==> src/sv/erm_pkg.sv <==
// Types, register indexes and helper functions for the e/gamma region merge block.
`default_nettype none

package erm_pkg;

  localparam int unsigned EtW = 10;
  localparam int unsigned IsoW = 7;
  localparam int unsigned RecW = 16;
  localparam int unsigned CfgIdxW = 1;
  localparam int unsigned CfgDataW = 10;
  localparam int unsigned ProdW = EtW + IsoW;
  localparam int unsigned IsoFrac = 6;

  localparam logic [CfgIdxW-1:0] CfgSeedThreshold = 1'b0;
  localparam logic [CfgIdxW-1:0] CfgIsoFactor = 1'b1;

  localparam logic [EtW-1:0] SeedThresholdReset = 10'd0;
  localparam logic [IsoW-1:0] IsoFactorReset = 7'd64;

  // Peak phi locations that meet across a region boundary.
  localparam logic [1:0] PhiLocLow = 2'd0;
  localparam logic [1:0] PhiLocHigh = 2'd2;

  typedef struct packed {
    logic [EtW-1:0]  center_et;
    logic            center_veto;
    logic [1:0]      center_phi_loc;
    logic [1:0]      center_eta_loc;
    logic            edge_column;
    logic [EtW-1:0]  sum_3by3;
    logic [RecW-1:0] north_neighbor;
    logic [RecW-1:0] south_neighbor;
    logic [RecW-1:0] west_neighbor;
    logic [RecW-1:0] east_neighbor;
  } erm_in_t;

  typedef struct packed {
    logic [EtW-1:0] candidate_et;
    logic [EtW-1:0] isolated_et;
  } erm_out_t;

  // One neighbor after decode: act = merge is attempted, win = neighbor is added.
  typedef struct packed {
    logic           act;
    logic           win;
    logic [EtW-1:0] et;
  } erm_dir_t;

  typedef struct packed {
    logic [EtW-1:0] run;
    logic [EtW-1:0] s33;
    erm_dir_t       north;
    erm_dir_t       south;
    erm_dir_t       west;
    erm_dir_t       east;
  } erm_dec_t;

  typedef struct packed {
    logic [EtW-1:0] run;
    logic [EtW-1:0] s33;
    erm_dir_t       west;
    erm_dir_t       east;
  } erm_mid_t;

  typedef struct packed {
    logic [EtW-1:0] cand;
    logic [EtW-1:0] s33;
  } erm_cand_t;

  function automatic logic eta_close(input logic [1:0] a, input logic [1:0] b);
    logic [2:0] d;
    d = {1'b0, a} - {1'b0, b};
    return (d == 3'd0) || (d == 3'd1) || (d == 3'b111);
  endfunction

  function automatic erm_dir_t decode_nbr(
    input logic [RecW-1:0] rec,
    input logic [EtW-1:0]  c_et,
    input logic [1:0]      c_phi,
    input logic [1:0]      c_eta,
    input logic            center_up,
    input logic            strict
  );
    erm_dir_t   r;
    logic       touch;
    logic [1:0] phi;
    logic [1:0] eta;
    phi = rec[3:2];
    eta = rec[5:4];
    r.et = rec[15:6];
    touch = center_up ? (c_phi == PhiLocHigh && phi == PhiLocLow)
                      : (c_phi == PhiLocLow && phi == PhiLocHigh);
    r.act = rec[0] & ~rec[1] & touch & eta_close(c_eta, eta);
    r.win = strict ? (c_et > r.et) : (c_et >= r.et);
    return r;
  endfunction

  function automatic logic [EtW-1:0] merge_step(input logic [EtW-1:0] run,
                                                input erm_dir_t d);
    logic [EtW-1:0] r;
    r = run;
    if (d.act) begin
      r = d.win ? (run + d.et) : '0;
    end
    return r;
  endfunction

endpackage

`default_nettype wire

==> src/sv/erm_decode.sv <==
// First stage: seed test and decode of the four neighbor records.
`default_nettype none

module erm_decode import erm_pkg::*; (
  input  wire logic           clk_i,
  input  wire logic           rst_ni,
  input  wire logic           valid_i,
  input  wire erm_in_t        item_i,
  input  wire logic [EtW-1:0] seed_thr_i,
  output logic                valid_o,
  output erm_dec_t            dec_o
);

  logic     valid_q;
  erm_dec_t dec_d, dec_q;
  logic     seed;

  always_comb begin
    seed = ~item_i.edge_column & ~item_i.center_veto & (item_i.center_et > seed_thr_i);
    dec_d.run = seed ? item_i.center_et : '0;
    dec_d.s33 = item_i.edge_column ? '0 : item_i.sum_3by3;
    dec_d.north = decode_nbr(item_i.north_neighbor, item_i.center_et,
                             item_i.center_phi_loc, item_i.center_eta_loc, 1'b1, 1'b0);
    dec_d.south = decode_nbr(item_i.south_neighbor, item_i.center_et,
                             item_i.center_phi_loc, item_i.center_eta_loc, 1'b0, 1'b1);
    dec_d.west = decode_nbr(item_i.west_neighbor, item_i.center_et,
                            item_i.center_phi_loc, item_i.center_eta_loc, 1'b0, 1'b0);
    dec_d.east = decode_nbr(item_i.east_neighbor, item_i.center_et,
                            item_i.center_phi_loc, item_i.center_eta_loc, 1'b1, 1'b1);
    // Drop all merges when there is no seed.
    dec_d.north.act = dec_d.north.act & seed;
    dec_d.south.act = dec_d.south.act & seed;
    dec_d.west.act = dec_d.west.act & seed;
    dec_d.east.act = dec_d.east.act & seed;
  end

  always_ff @(posedge clk_i or negedge rst_ni) begin
    if (!rst_ni) begin
      valid_q <= 1'b0;
    end else begin
      valid_q <= valid_i;
    end
  end

  always_ff @(posedge clk_i) begin
    dec_q <= dec_d;
  end

  assign valid_o = valid_q;
  assign dec_o = dec_q;

endmodule

`default_nettype wire

==> src/sv/erm_merge.sv <==
// Merge stages: north and south in one stage, west and east in the next.
`default_nettype none

module erm_merge import erm_pkg::*; (
  input  wire logic     clk_i,
  input  wire logic     rst_ni,
  input  wire logic     valid_i,
  input  wire erm_dec_t dec_i,
  output logic          valid_o,
  output erm_cand_t     cand_o
);

  logic      mid_valid_q, cand_valid_q;
  erm_mid_t  mid_d, mid_q;
  erm_cand_t cand_d, cand_q;

  always_comb begin
    mid_d.run = merge_step(merge_step(dec_i.run, dec_i.north), dec_i.south);
    mid_d.s33 = dec_i.s33;
    mid_d.west = dec_i.west;
    mid_d.east = dec_i.east;
  end

  always_comb begin
    cand_d.cand = merge_step(merge_step(mid_q.run, mid_q.west), mid_q.east);
    cand_d.s33 = mid_q.s33;
  end

  always_ff @(posedge clk_i or negedge rst_ni) begin
    if (!rst_ni) begin
      mid_valid_q <= 1'b0;
      cand_valid_q <= 1'b0;
    end else begin
      mid_valid_q <= valid_i;
      cand_valid_q <= mid_valid_q;
    end
  end

  always_ff @(posedge clk_i) begin
    mid_q <= mid_d;
    cand_q <= cand_d;
  end

  assign valid_o = cand_valid_q;
  assign cand_o = cand_q;

endmodule

`default_nettype wire

==> src/sv/erm_iso.sv <==
// Isolation stages: scale the candidate, then compare against the surrounding energy.
`default_nettype none

module erm_iso import erm_pkg::*; (
  input  wire logic            clk_i,
  input  wire logic            rst_ni,
  input  wire logic            valid_i,
  input  wire erm_cand_t       cand_i,
  input  wire logic [IsoW-1:0] iso_factor_i,
  output logic                 valid_o,
  output erm_out_t             res_o
);

  logic             mul_valid_q, res_valid_q;
  logic [EtW-1:0]   cand_q;
  logic [EtW-1:0]   isol_d, isol_q;
  logic [ProdW-1:0] prod_d, prod_q;
  logic [EtW-1:0]   limit;
  erm_out_t         res_d, res_q;

  always_comb begin
    isol_d = (cand_i.s33 > cand_i.cand) ? (cand_i.s33 - cand_i.cand) : '0;
    prod_d = {{EtW{1'b0}}, iso_factor_i} * {{IsoW{1'b0}}, cand_i.cand};
  end

  always_comb begin
    // Truncate the fraction bits, wrap to the energy width.
    limit = prod_q[IsoFrac +: EtW];
    res_d.candidate_et = cand_q;
    res_d.isolated_et = (isol_q < limit) ? cand_q : '0;
  end

  always_ff @(posedge clk_i or negedge rst_ni) begin
    if (!rst_ni) begin
      mul_valid_q <= 1'b0;
      res_valid_q <= 1'b0;
    end else begin
      mul_valid_q <= valid_i;
      res_valid_q <= mul_valid_q;
    end
  end

  always_ff @(posedge clk_i) begin
    cand_q <= cand_i.cand;
    isol_q <= isol_d;
    prod_q <= prod_d;
    res_q <= res_d;
  end

  assign valid_o = res_valid_q;
  assign res_o = res_q;

endmodule

`default_nettype wire

==> src/sv/egamma_region_merge_isolation.sv <==
// Top level of the e/gamma region merge and isolation pipeline.
// One item is taken in every clock cycle: busy stays low, so any cycle with
// start high accepts an item. Each item yields one result on res_o, marked by
// result_valid_o for one cycle; results leave in the order items came in and the
// receiver cannot hold them back. The five register stages are: seed test and
// neighbor decode, north/south merge, west/east merge, the isolation multiply,
// and the isolation compare. Configuration writes through cfg_we_i take effect
// at once and should be made while no item is in flight.
`default_nettype none

module egamma_region_merge_isolation import erm_pkg::*; (
  input  wire logic                clk_i,
  input  wire logic                rst_ni,
  input  wire logic                start,
  output logic                     busy,
  input  wire erm_in_t             in_item_i,
  output logic                     result_valid_o,
  output erm_out_t                 res_o,
  input  wire logic                cfg_we_i,
  input  wire logic [CfgIdxW-1:0]  cfg_idx_i,
  input  wire logic [CfgDataW-1:0] cfg_wdata_i
);

  logic [EtW-1:0]  seed_thr_q;
  logic [IsoW-1:0] iso_factor_q;
  logic            dec_valid, cand_valid;
  erm_dec_t        dec;
  erm_cand_t       cand;

  assign busy = 1'b0;

  always_ff @(posedge clk_i or negedge rst_ni) begin
    if (!rst_ni) begin
      seed_thr_q <= SeedThresholdReset;
      iso_factor_q <= IsoFactorReset;
    end else if (cfg_we_i) begin
      case (cfg_idx_i)
        CfgSeedThreshold: seed_thr_q <= cfg_wdata_i[EtW-1:0];
        CfgIsoFactor:     iso_factor_q <= cfg_wdata_i[IsoW-1:0];
        default: ;
      endcase
    end
  end

  erm_decode u_decode (
    .clk_i      (clk_i),
    .rst_ni     (rst_ni),
    .valid_i    (start & ~busy),
    .item_i     (in_item_i),
    .seed_thr_i (seed_thr_q),
    .valid_o    (dec_valid),
    .dec_o      (dec)
  );

  erm_merge u_merge (
    .clk_i   (clk_i),
    .rst_ni  (rst_ni),
    .valid_i (dec_valid),
    .dec_i   (dec),
    .valid_o (cand_valid),
    .cand_o  (cand)
  );

  erm_iso u_iso (
    .clk_i        (clk_i),
    .rst_ni       (rst_ni),
    .valid_i      (cand_valid),
    .cand_i       (cand),
    .iso_factor_i (iso_factor_q),
    .valid_o      (result_valid_o),
    .res_o        (res_o)
  );

endmodule

`default_nettype wire

==> config.mk <==
export PLATFORM = sky130hd
export DESIGN_NAME = egamma_region_merge_isolation
export DESIGN_NICKNAME = d
export VERILOG_FILES = /design/src/sv/erm_pkg.sv /design/src/sv/erm_decode.sv /design/src/sv/erm_merge.sv /design/src/sv/erm_iso.sv /design/src/sv/egamma_region_merge_isolation.sv
export SDC_FILE = /design/constraint.sdc
export NUM_CORES = 1
export LEC_CHECK = 0
export ABC_AREA = 1
export BUFFER_PORTS_ARGS = -buffer_cell sky130_fd_sc_hd__buf_2
export CORE_ASPECT_RATIO = 0.8
export CORE_MARGIN = 4
export CORE_UTILIZATION = 30
export CTS_CLUSTER_SIZE = 12
export DETAILED_ROUTE_END_ITERATION = 10
export GPL_ROUTABILITY_DRIVEN = 0
export HOLD_SLACK_MARGIN = 0.02
export PLACE_DENSITY = 0.56
export SLEW_MARGIN = 10
export SYNTH_ARGS = -nofsm -noshare
export SYNTH_HDL_FRONTEND = slang
export SYNTH_SLANG_ARGS = --single-unit
==> constraint.sdc <==
create_clock -name clk_i -period 13.4 [get_ports clk_i]
set_input_delay 0.67 -clock clk_i [delete_from_list [all_inputs] [get_ports clk_i]]
set_output_delay 0.67 -clock clk_i [all_outputs]
set_load 0.01 [all_outputs]
Word level (Yosys, flattened, before mapping)

Cells that the tools add are included.

Magnitude comparators: 7
Eq/ne operators: 11
Muxes and demuxes: 8
$mul: 1
Bitwise logic cells: 25
Add/subtract/negate cells: 9
Reductions and logical operators: 21

Operators by type and width:

| kind                 | number |
|---|---|
| $mux W10             | 8 |
| $add A10 B10 Y10     | 4 |
| $gt A10 B10 Y1       | 4 |
| $ge A10 B10 Y1       | 2 |
| $and A1 B1 Y1        | 18 |
| $mul A7 B10 Y16      | 1 |
| $eq A3 B1 Y1 const B | 4 |
| $eq A3 B3 Y1 const B | 4 |
| $logic_not A3 Y1     | 4 |
| $sub A2 B2 Y3        | 4 |
| $lt A10 B10 Y1       | 1 |
| $sub A10 B10 Y10     | 1 |
| $logic_or A1 B1 Y1   | 8 |
| $not A1 Y1           | 7 |
| $eq A2 B2 Y1 const B | 3 |
| $logic_not A2 Y1     | 3 |
| $logic_and A1 B1 Y1  | 4 |
| $reduce_and A2 Y1    | 2 |

Register bits after elaboration: 210
Word-level logic and storage cells: 118

Longest topological paths before layout

Depth after elaboration: 6
Mapped depth: 25
Gate-level depth less buffers: 25

Hierarchy

From an unflattened synthesis, not the netlist that was laid out.

Cells, all modules: 1511
Area total of the unflattened synthesis: 11903.9 um2

By module, submodules not included:

| module                        | area an instance (um2) | cells each | times used |
|---|---|---|---|
| erm_iso                       | 4337.9                 | 590        | 1 |
| erm_merge                     | 3528.4                 | 460        | 1 |
| erm_decode                    | 3328.2                 | 384        | 1 |
| egamma_region_merge_isolation | 709.4                  | 77         | 1 |

Worst setup path before layout

OpenSTA, ideal clock, no wires.

Path type: register -> register
Start point: register iso_factor_q[6]
End point: register u_iso.prod_q[15]
Period minus slack after synthesis: 4.322 ns
Library setup time: 0.072 ns
Path buffers: 1
Data required time: 13.328 ns
Setup slack: 9.078 ns
Cell stages (with the launch flop): 16
Data arrival time: 4.251 ns
Cells stage by stage: dfstp_2 -> clkbuf_1 -> nand2_1 -> fa_1 -> fa_1 -> inv_1 -> fa_1 -> inv_1 -> fa_1 -> inv_1 -> ha_1 -> a21o_1 -> o21ai_0 -> nand3_1 -> a211oi_2 -> xor2_1

Cells in the longest elaborated chain, start to end: 1

Ends and longest elaborated chain:

| element                    | line                                | RTL |
|---|---|---|
| start: declaration         | egamma_region_merge_isolation.sv:25 | `logic [IsoW-1:0] iso_factor_q;` |
| start signal: assignment   | egamma_region_merge_isolation.sv:35 | `iso_factor_q <= IsoFactorReset;` |
| start signal: assignment   | egamma_region_merge_isolation.sv:39 | `CfgIsoFactor: iso_factor_q <= cfg_wdata_i[IsoW-1:0];` |
| $mul A7 B10 Y16            | erm_iso.sv:23                       | `prod_d = {{EtW{1'b0}}, iso_factor_i} * {{IsoW{1'b0}}, cand_i.cand};` |
| named net u_iso.prod_d[15] | erm_iso.sv:17                       | `logic [ProdW-1:0] prod_d, prod_q;` |
| end signal: assignment     | erm_iso.sv:46                       | `prod_q <= prod_d;` |
| end: declaration           | erm_iso.sv:17                       |  |

The timed path passes the listed nets, and every way through them passes these cells.
A chain may end at the register's enable or synchronous reset.

Worst setup path after layout

Ends and elaborated chain as after synthesis.

==> results.md <==
* Starting density of the core at 30.68%
* # DRC at 0
* Hold_buf cts at 0
* Final wirelength at roughly 28,000 um
* Port bufs at between 100 and 150
* Max Fclk at around 230 MHz
* Vias in the first global route at 8,811
* Mapped Cells at ~1,400
* Post-CTS Setup Repair Bufs at 0
* Total Nets Final at around 1,800
* Inserted Clock Buffers at 25
* Setup TNS at 0 ns
* Worst Setup End Kind: flip-flop
* Post-route insts no fill at ~2,000
* GRT Total Usage at ~14%
* Post-Route Utilization at a little over a third
* Post-synth EDFFs at 0
* Core area at 37,360 um2
* Dpl hpwl at approximately 23,000 um
* Crit-path cells: nand2_1 -> fa_1 -> fa_1 -> inv_1 -> fa_1 -> inv_1 -> fa_1 -> inv_1 -> ha_1 -> a21o_1 -> o21ai_0 -> nand3_1 -> a211oi_2 -> xor2_1
* Top_reg_cell synth: dfxtp_1
* Area Overhead vs Synth at 17.28%
* CP max FO at 11
* Gr busiest metal: met2
* WL per Instance at roughly 14 um
* Root buf cell: clkbuf_16
* CTS tree: built
* Max transition margin at 35.35%
* Most common cell after layout, fill and taps aside: inv_1
* Post-route clock period utilization at between 30 and 40%
* CTS Sinks at just over 200
* Slowest cell on the critical path: dfstp_2
* Fraction of registers with async set/reset at a little over a tenth
* Commonest cells after routing, fill and taps aside: inv_1, nand2_1, dfxtp_1, ha_1, buf_2
* Placed cell count at between 1,500 and 2,000
* Power Density at around 120 nW/um2
* CP required at ~14 ns
* Die Wd at ~230 um
* Period minus WS final at around 4.4 ns
* Die H at 182.8 um
* RSZ-0062 raised after global routing: no
* Reg2reg setup slack at between 8 and 9 ns
* Post-CTS resize count at 0
* Initial antenna violation count at 3
* Max-cap violations at 0
* Vias at about 8,900
* Outcome: complete, no violations
* Die ar. at approximately 41,000 um2
* Total iterations of the first detailed-routing run at 5
* I/O pin cnt at about 130
* Clk buf depth at 3
* Average size of a mapped cell at 8.193 um2
* Final setup violation count at 0
* GRT overflow at 0
* Yosys reg bits at 204
* Worst path top cell family by delay: adder cells
* Max-slew violations at 0
* Worst slew pin tran at 0.9688 ns
* Htree depth at 1
* CP most frequent cell: fa_1
* Skew-Pair Late Insertion Delay at 0.53 ns
* CP max stage delay at between 0.6 and 0.7 ns
* First-pass GRT wire length at around 46,000 um
* Leak Pwr at 0.007270 uW
* Hold Vio Cnt, Final at 0
* Worst Skew at 0.02237 ns
* Hold Path Class: primary input to asynchronous set/reset pin
* Syn_nets at about 1,700
* Setup Crit Path Kind: flip-flop to flip-flop
* DRT iter0 DRCs at 460
* Yosys warns at 0
* Worst hold slack at between 0.1 and 0.15 ns
* Crit path arrival time at roughly 4.9 ns
* Crit path launch type: flip-flop
* Vias per Instance at 4.378
* Share of cells above drive strength 1 at 11.67%
* Met2 track demand over resource at roughly a fifth
* Largest net degree at the start of global routing at 23
* Site Rows at between 60 and 70
* Post-synth cell types at between 50 and 60
* Routing usage on met1 at between 20% and 30%
* Met3 GRT Util at around 2.6%
* Clock Pin Slew Worst Setup and Hold Paths at about 0.060 ns
* VDD IR-drop max at about 0.000067 V
* Routed Antenna Nets at 0
* Sequential area share after synthesis at 36.60%
* Area of the mapped netlist at about 11,000 um2
* Worst path bufs/invs at 3
==> where the power goes <==
group          internal (uW)  switching (uW)  leakage, uW
Combinational           93.4             144      0.00509
Clock                    429             263     0.000409
Sequential               650            28.4      0.00177
==> synth_stat cells, types with 3 or more instances <==
| master | number | area share, % |
|---|---|---|
| a21boi_0 | 3 | 0.20 |
| a21o_1 | 9 | 0.59 |
| a21oi_1 | 68 | 3.0 |
| a22o_1 | 6 | 0.46 |
| a31oi_1 | 6 | 0.33 |
| a32o_1 | 3 | 0.26 |
| clkbuf_1 | 18 | 0.59 |
| clkinv_1 | 4 | 0.13 |
| dfrtp_1 | 21 | 4.6 |
| dfxtp_1 | 182 | 32 |
| fa_1 | 46 | 8.0 |
| ha_1 | 144 | 16 |
| inv_1 | 299 | 9.8 |
| nand2_1 | 282 | 9.2 |
| nand3_1 | 38 | 1.7 |
| nand3b_1 | 3 | 0.20 |
| nand4_1 | 10 | 0.55 |
| nor2_1 | 95 | 3.1 |
| nor3_1 | 6 | 0.26 |
| nor4_1 | 6 | 0.33 |
| o2111ai_1 | 3 | 0.23 |
| o211ai_1 | 8 | 0.52 |
| o21a_1 | 3 | 0.20 |
| o21ai_0 | 58 | 2.5 |
| o21bai_1 | 7 | 0.46 |
| o31ai_1 | 4 | 0.26 |
| xnor2_1 | 10 | 0.76 |
| xor2_1 | 20 | 1.5 |
==> metrics by stage <==
step / setup slack, ns / total power (uW) / area (um2)
4_1_cts: 9.008 / 1639 / 13440
3_5_place_dp: 9.021 / 931.2 / 12600
6_report: 8.994 / 1608 / 13440
3_3_place_gp: 9.104 / 924.9 / 12600
5_1_grt: 8.798 / 1709 / 13440
2_1_floorplan: 9.078 / 849.1 / 11460
==> layout make-up <==
class,instances,area [um2]
fill,3938,23920
timing repair buffer,125,625.6
clock inverter,11,171.4
multi-input combinational,868,6027
tap,487,609.3
antenna,1,2.502
inverter,305,1147
sequential,204,4195
clock buffer,30,664.4
==> cells by family (layout without fill, tap and decap cells) <==
logic type                 count (synthesis)  in the layout  synth area share [%]
buffers and inverters                    327            471                 10.82
adders and majority gates                190            190                 23.75
and+or+nand+nor                          452            452                 16.07
other                                      1              2               0.03272
AOI/OAI and AO/OA                        195            195                 10.44
xor gates and xnor gates                  30             30                 2.292
DFF                                      204            204                 36.60
==> worst register-to-register path: cells and delay by family, from the launching register on <==
kind	cells	cell delay (ns)
buffers and inverters	3	0.16
and+or+nand+nor	2	0.30
xor gates and xnor gates	1	0.16
AOI/OAI and AO/OA	3	0.62
adders and majority gates	5	2.47
DFF	1	0.64
==> final timing paths <==
path / end / cells past startpoint / from
worst max register to register: u_iso.prod_q[15] / 14 / iso_factor_q[6]
max in group asynchronous: iso_factor_q[6] / 1 / rst_ni
worst max-delay path: u_iso.prod_q[15] / 14 / iso_factor_q[6]
min in group clk_i: u_decode.dec_o[31] / 1 / in_item_i[45]
worst min register to register: u_merge.mid_q[4] / 0 / u_decode.dec_o[4]
worst min-delay path: seed_thr_q[9] / 1 / rst_ni
==> state kept, by name, summed over array words and instances (netlist names) <==
register and count:
iso_factor_q 7, seed_thr_q 10, u_decode.dec_o 68, u_decode.valid_o 1, u_iso.cand_q 10, u_iso.isol_q 10
u_iso.mul_valid_q 1, u_iso.prod_q 10, u_iso.res_o 20, u_iso.valid_o 1, u_merge.cand_d 10, u_merge.cand_o 20
u_merge.mid_q 34, u_merge.mid_valid_q 1, u_merge.valid_o 1
==> per-layer routing <==
layer  wire length, um  vias to the layer above  part of all wire, %
met5                20                        -                0.071
met4               694                        2                  2.5
met3              1209                       49                  4.3
met2             11850                      161                   42
met1             14470                     4034                   51
li1                  -                     4646                    -
Power figures use the tool's default switching activity.
